`src/rtl/gblur_pkg.sv`:
```
package gblur_pkg;

    localparam int MAX_RADIUS_DEF = 8;
    localparam int MAX_WIDTH_DEF  = 64;
    localparam int MAX_HEIGHT_DEF = 64;

    localparam int COL_W  = 6;
    localparam int ROW_W  = 6;
    localparam int PIX_W  = 8;
    localparam int WIDX_W = 5;
    localparam int WGT_W  = 16;
    localparam int OP_W   = 2;

    // Weights are Q2.14, so the product of two carries 28 fraction bits.
    localparam int SUM_SHIFT = 28;

    localparam logic [OP_W-1:0] OP_WRITE_PIXEL  = 2'd0;
    localparam logic [OP_W-1:0] OP_WRITE_WEIGHT = 2'd1;
    localparam logic [OP_W-1:0] OP_READ_BLUR    = 2'd2;

    localparam logic [PIX_W-1:0] BYTE_MAX = 8'd255;

    // Register indexes on the configuration port.
    localparam logic [1:0] REG_BLUR_RADIUS   = 2'd0;
    localparam logic [1:0] REG_IMAGE_WIDTH   = 2'd1;
    localparam logic [1:0] REG_IMAGE_HEIGHT  = 2'd2;
    localparam logic [1:0] REG_ADDITIVE_MODE = 2'd3;

    typedef struct packed {
        logic load;      // latch read coordinates and window bounds
        logic issue;     // read one window pixel and advance
        logic pix_we;    // store a pixel
        logic wgt_we;    // store a weight
        logic out_load;  // move the finished sum into the output register
    } cmd_t;

    typedef struct packed {
        logic empty;     // clipped window holds no pixel
        logic last;      // current position is the window's last pixel
        logic pipe_busy; // terms still in the multiply pipeline
        logic out_free;  // output register can take a result
    } status_t;

endpackage

```
`src/rtl/gblur_ctrl.sv`:
```
module gblur_ctrl (
    input  logic                        aclk,
    input  logic                        aresetn,
    input  logic                        s_tvalid,
    output logic                        s_tready,
    input  logic [gblur_pkg::OP_W-1:0]  opcode,
    input  gblur_pkg::status_t          status,
    output gblur_pkg::cmd_t             cmd
);

    localparam logic [1:0] ST_IDLE  = 2'd0;
    localparam logic [1:0] ST_RUN   = 2'd1;
    localparam logic [1:0] ST_DRAIN = 2'd2;
    localparam logic [1:0] ST_DONE  = 2'd3;

    logic [1:0] state_reg;
    logic [1:0] state_next;

    assign s_tready = (state_reg == ST_IDLE);

    always_comb begin
        state_next = state_reg;
        cmd        = '0;
        unique case (state_reg)
            ST_IDLE: begin
                if (s_tvalid) begin
                    unique case (opcode)
                        gblur_pkg::OP_WRITE_PIXEL:  cmd.pix_we = 1'b1;
                        gblur_pkg::OP_WRITE_WEIGHT: cmd.wgt_we = 1'b1;
                        gblur_pkg::OP_READ_BLUR: begin
                            cmd.load   = 1'b1;
                            state_next = ST_RUN;
                        end
                        default: ;
                    endcase
                end
            end
            ST_RUN: begin
                if (status.empty) begin
                    state_next = ST_DRAIN;
                end else begin
                    cmd.issue = 1'b1;
                    if (status.last) begin
                        state_next = ST_DRAIN;
                    end
                end
            end
            ST_DRAIN: begin
                if (!status.pipe_busy) begin
                    state_next = ST_DONE;
                end
            end
            ST_DONE: begin
                // hold the sum until the output register frees up
                if (status.out_free) begin
                    cmd.out_load = 1'b1;
                    state_next   = ST_IDLE;
                end
            end
            default: state_next = ST_IDLE;
        endcase
    end

    always_ff @(posedge aclk) begin
        if (!aresetn) begin
            state_reg <= ST_IDLE;
        end else begin
            state_reg <= state_next;
        end
    end

endmodule

```
`config.mk`:
```
export PLATFORM = sky130hd
export DESIGN_NAME = gblur_ctrl
export DESIGN_NICKNAME = d
export VERILOG_FILES = /design/src/rtl/gblur_pkg.sv /design/src/rtl/gblur_ctrl.sv
export SDC_FILE = /design/constraint.sdc
export NUM_CORES = 1
export LEC_CHECK = 0
export ABC_AREA = 1
export BUFFER_PORTS_ARGS = -buffer_cell sky130_fd_sc_hd__buf_4
export CAP_MARGIN = 20
export CORE_AREA = 2 2 39 41
export DETAILED_ROUTE_END_ITERATION = 10
export DIE_AREA = 0 0 41 43
export GPL_TIMING_DRIVEN = 0
export PLACE_DENSITY = 0.42
export SLEW_MARGIN = 20
export SYNTH_ARGS = -nofsm -noshare
export SYNTH_HDL_FRONTEND = slang
export SYNTH_SLANG_ARGS = --single-unit
export TNS_END_PERCENT = 10
```
`constraint.sdc`:
```
create_clock -name aclk -period 2.2 [get_ports aclk]
set_clock_uncertainty 0.1 [all_clocks]
set_input_delay 0.11 -clock aclk [delete_from_list [all_inputs] [get_ports aclk]]
set_output_delay 0.11 -clock aclk [all_outputs]
set_load 0.05 [all_outputs]
```
==> run_results.csv <==
group,metric,value,unit
status,status,"complete, no violations",
clock_tree,clkTransAtPathRegs,0.03,ns
yosys,synth_top_family_by_area,"simple AND/OR/NAND/NOR gates",
pwr,p_leak,0.230,nW
yosys,muxShareOfSynthArea,0,
worst_setup_path,path_cells,"inv_1, ha_1, nand2_1, nor3_1, buf_4",
min_path,worstHoldEndpoint,"state_reg[0]$_SDFFE_PN0P_",
clock_tree,clock_latency,0.22,ns
worst_setup_path,crit_path_end_kind,"output pin",
pwr,fin_total_pwr,0.455,mW
clock_tree,cts.sinks,2,
timing,post-route-period-util,0.699,
route,vias_per_cell,3.61,
timing,slew_violations,0,
clock_tree,cts_buffers,3,
pwr,powerDensity,1160,nW/um^2
layout,fin_util,0.284,
yosys,ys.warnings.count,0,
worst_setup_path,crit_fanout,4,
clock_tree,post_cts_resized,0,
yosys,synth-seq-cells,2,
yosys,synth_compound_area_frac,0.0408,
route,drc_errors,0,
timing,slew_headroom,0.893,
global_route,grt_max_degree,5,
floorplan,die_w,41,microns
yosys,synth_seq_area_share,0.163,
worst_setup_path,crit_arrival,1.33,ns
global_route,grt_antenna_before_repair,0,
floorplan,fp.coreArea,1380,sq um
timing,layout_min_cycle_time,1.54,ns
timing,finalHoldViolCount,0,
min_path,min_path_cells,3,
worst_setup_path,slowest_stage,"dfxtp_1",
floorplan,ioPinCount,15,
layout,nets,71,
route,dr.pass1.iters,1,
timing,fmax,650,MHz
layout,syn_to_final_growth,60.2,%
min_path,hp-start,"aresetn",
worst_setup_path,startpoint_type,"flop",
route,dr_total_vias,256,
layout,largest_register_ffs,2,
timing,tightestPinTransition,0.159,ns
route,drt_iter0_markers,0,
worst_setup_path,critical_path.max_stage_delay,0.33,ns
timing,finalSetupViolCount,0,
floorplan,start_util,0.177,
yosys,synthAdderAreaFrac,0.255,
yosys,synthXorXnorAreaFrac,0,
placed_design,place_ws,0.836,ns
yosys,syn_area_per_cell,6.45,sq um
min_path,hp-class,"input pin to flop",
yosys,syn_inst,38,
clock_tree,clock_path_buffers,2,
global_route,grt_pass1_wl,745,microns
worst_setup_path,rrSetupSlack,0.84,ns
global_route,grt_util_all_layers,0.0611,
placed_design,hpwlAfterDp,418,microns
clock_tree,cts-root-buf,"clkbuf_4",
clock_tree,cts_tree,"yes",
yosys,syn_area,245,sq um
timing,rsz0062_at_grt,"false",
floorplan,dieArea,1760,sq um
clock_tree,cts_htree_levels,1,
floorplan,rows,14,
route,wl_per_cell,6.97,microns
route,ant_nets,0,
worst_setup_path,worstPathRequired,1.99,ns
layout,drive_gt1_frac,0.418,
yosys,ys_types,12,
clock_tree,ctsHoldBuffers,0,
placed_design,io_buffers,14,
floorplan,die_h,43,microns
worst_setup_path,worst-setup-path-type,"flop to output pin",
flow_run,max-cap-violations,0,
layout,antenna_cells_inserted,0,
pwr,vdd_drop_max,489,uV
worst_setup_path,regToRegStartpoint,"state_reg[0]$_SDFFE_PN0P_",
yosys,syn-num-nets,52,
placed_design,gp_congestion,0.673,
global_route,first_global_vias,184,
global_route,grt_overflow,0,
worst_setup_path,reg2reg_depth,8,
worst_setup_path,reg2reg_to,"state_reg[1]$_SDFFE_PN0P_",
clock_tree,cts_setup_buffers,0,
route,wirelength,495,microns
timing,setup_ws,0.663,ns
yosys,synth-simple-area-share,0.418,
-- stage by stage --
step	instances	area, sq um	TNS [ns]	hold WS [ns]
final	71	393	0	0.0217
after CTS	71	393	0	0.0201
after global routing	71	393	0	0.0208
after detailed placement	68	370	0	0.253
after floorplan	38	245	-0.275	0.131
after global placement	68	370	0	0.248
-- synth_stat cells --
| cell type | count | share of area |
|---|---|---|
| a21oi_1 | 2 | 0.041 |
| nor2_2 | 1 | 0.026 |
| nor2_1 | 4 | 0.061 |
| inv_2 | 1 | 0.015 |
| nor2_4 | 1 | 0.046 |
| ha_1 | 5 | 0.26 |
| nand2_1 | 7 | 0.11 |
| nand2_2 | 3 | 0.077 |
| nor3_1 | 2 | 0.041 |
| nand3_1 | 3 | 0.061 |
| inv_1 | 7 | 0.11 |
| dfxtp_1 | 2 | 0.16 |
-- metal layers --
| layer | GRT usage | part of all wire | vias to the layer above | wire length, microns |
|---|---|---|---|---|
| li1 | - | - | 148 | - |
| met1 | 0.0955 | 0.52 | 100 | 257 |
| met2 | 0.0688 | 0.41 | 8 | 204 |
| met3 | 0.0157 | 0.067 | 0 | 33 |
| met4 | 0.0400 | 0 | 0 | 0 |
| met5 | 0 | 0 | - | 0 |
-- worst max-delay path: cells and delay by family (launching register included) --
family | cells | cell delay [ns]
adders and majority gates | 1 | 0.20
and+or+nand+nor | 2 | 0.25
DFF | 1 | 0.33
buffers and inverters | 2 | 0.33
-- worst max path at each step --
stage / startpoint / to
2_1_floorplan: state_reg[0]$_SDFFE_PN0P_ / cmd[1]
3_3_place_gp: state_reg[0]$_SDFFE_PN0P_ / state_reg[1]$_SDFFE_PN0P_
3_5_place_dp: state_reg[0]$_SDFFE_PN0P_ / state_reg[1]$_SDFFE_PN0P_
6_report: state_reg[0]$_SDFFE_PN0P_ / cmd[2]
5_1_grt: state_reg[0]$_SDFFE_PN0P_ / cmd[1]
4_1_cts: state_reg[0]$_SDFFE_PN0P_ / cmd[2]
-- where the power goes --
group,internal (mW),switching [mW],total [mW]
sequential,0.0528,0.0181,0.0709
combinational,0.108,0.197,0.305
clock,0.0600,0.0186,0.0786
-- placed cells by master, fill, tap and decap left out --
master	n
nand2_2	3
inv_2	1
clkbuf_4	3
nand2_1	7
nor2_4	1
a21oi_1	2
nor3_1	2
ha_1	5
nor2_1	4
buf_4	14
nand3_1	3
nor2_2	1
inv_1	7
dfxtp_1	2
-- final cells by class --
cell class | count | area, sq um
timing repair buffer | 14 | 105
fill | 156 | 991
clock buffer | 3 | 22.5
sequential | 2 | 40.0
multi-input combinational | 28 | 175
inverter | 8 | 30.0
tap | 16 | 20.0
-- logic make-up after synthesis --
group                      after synthesis
adders and majority gates                5
DFF                                      2
AOI/OAI and AO/OA                        2
buffers and inverters                    8
and+or+nand+nor                         21
Note: power is estimated with default switching activity, not from simulation.
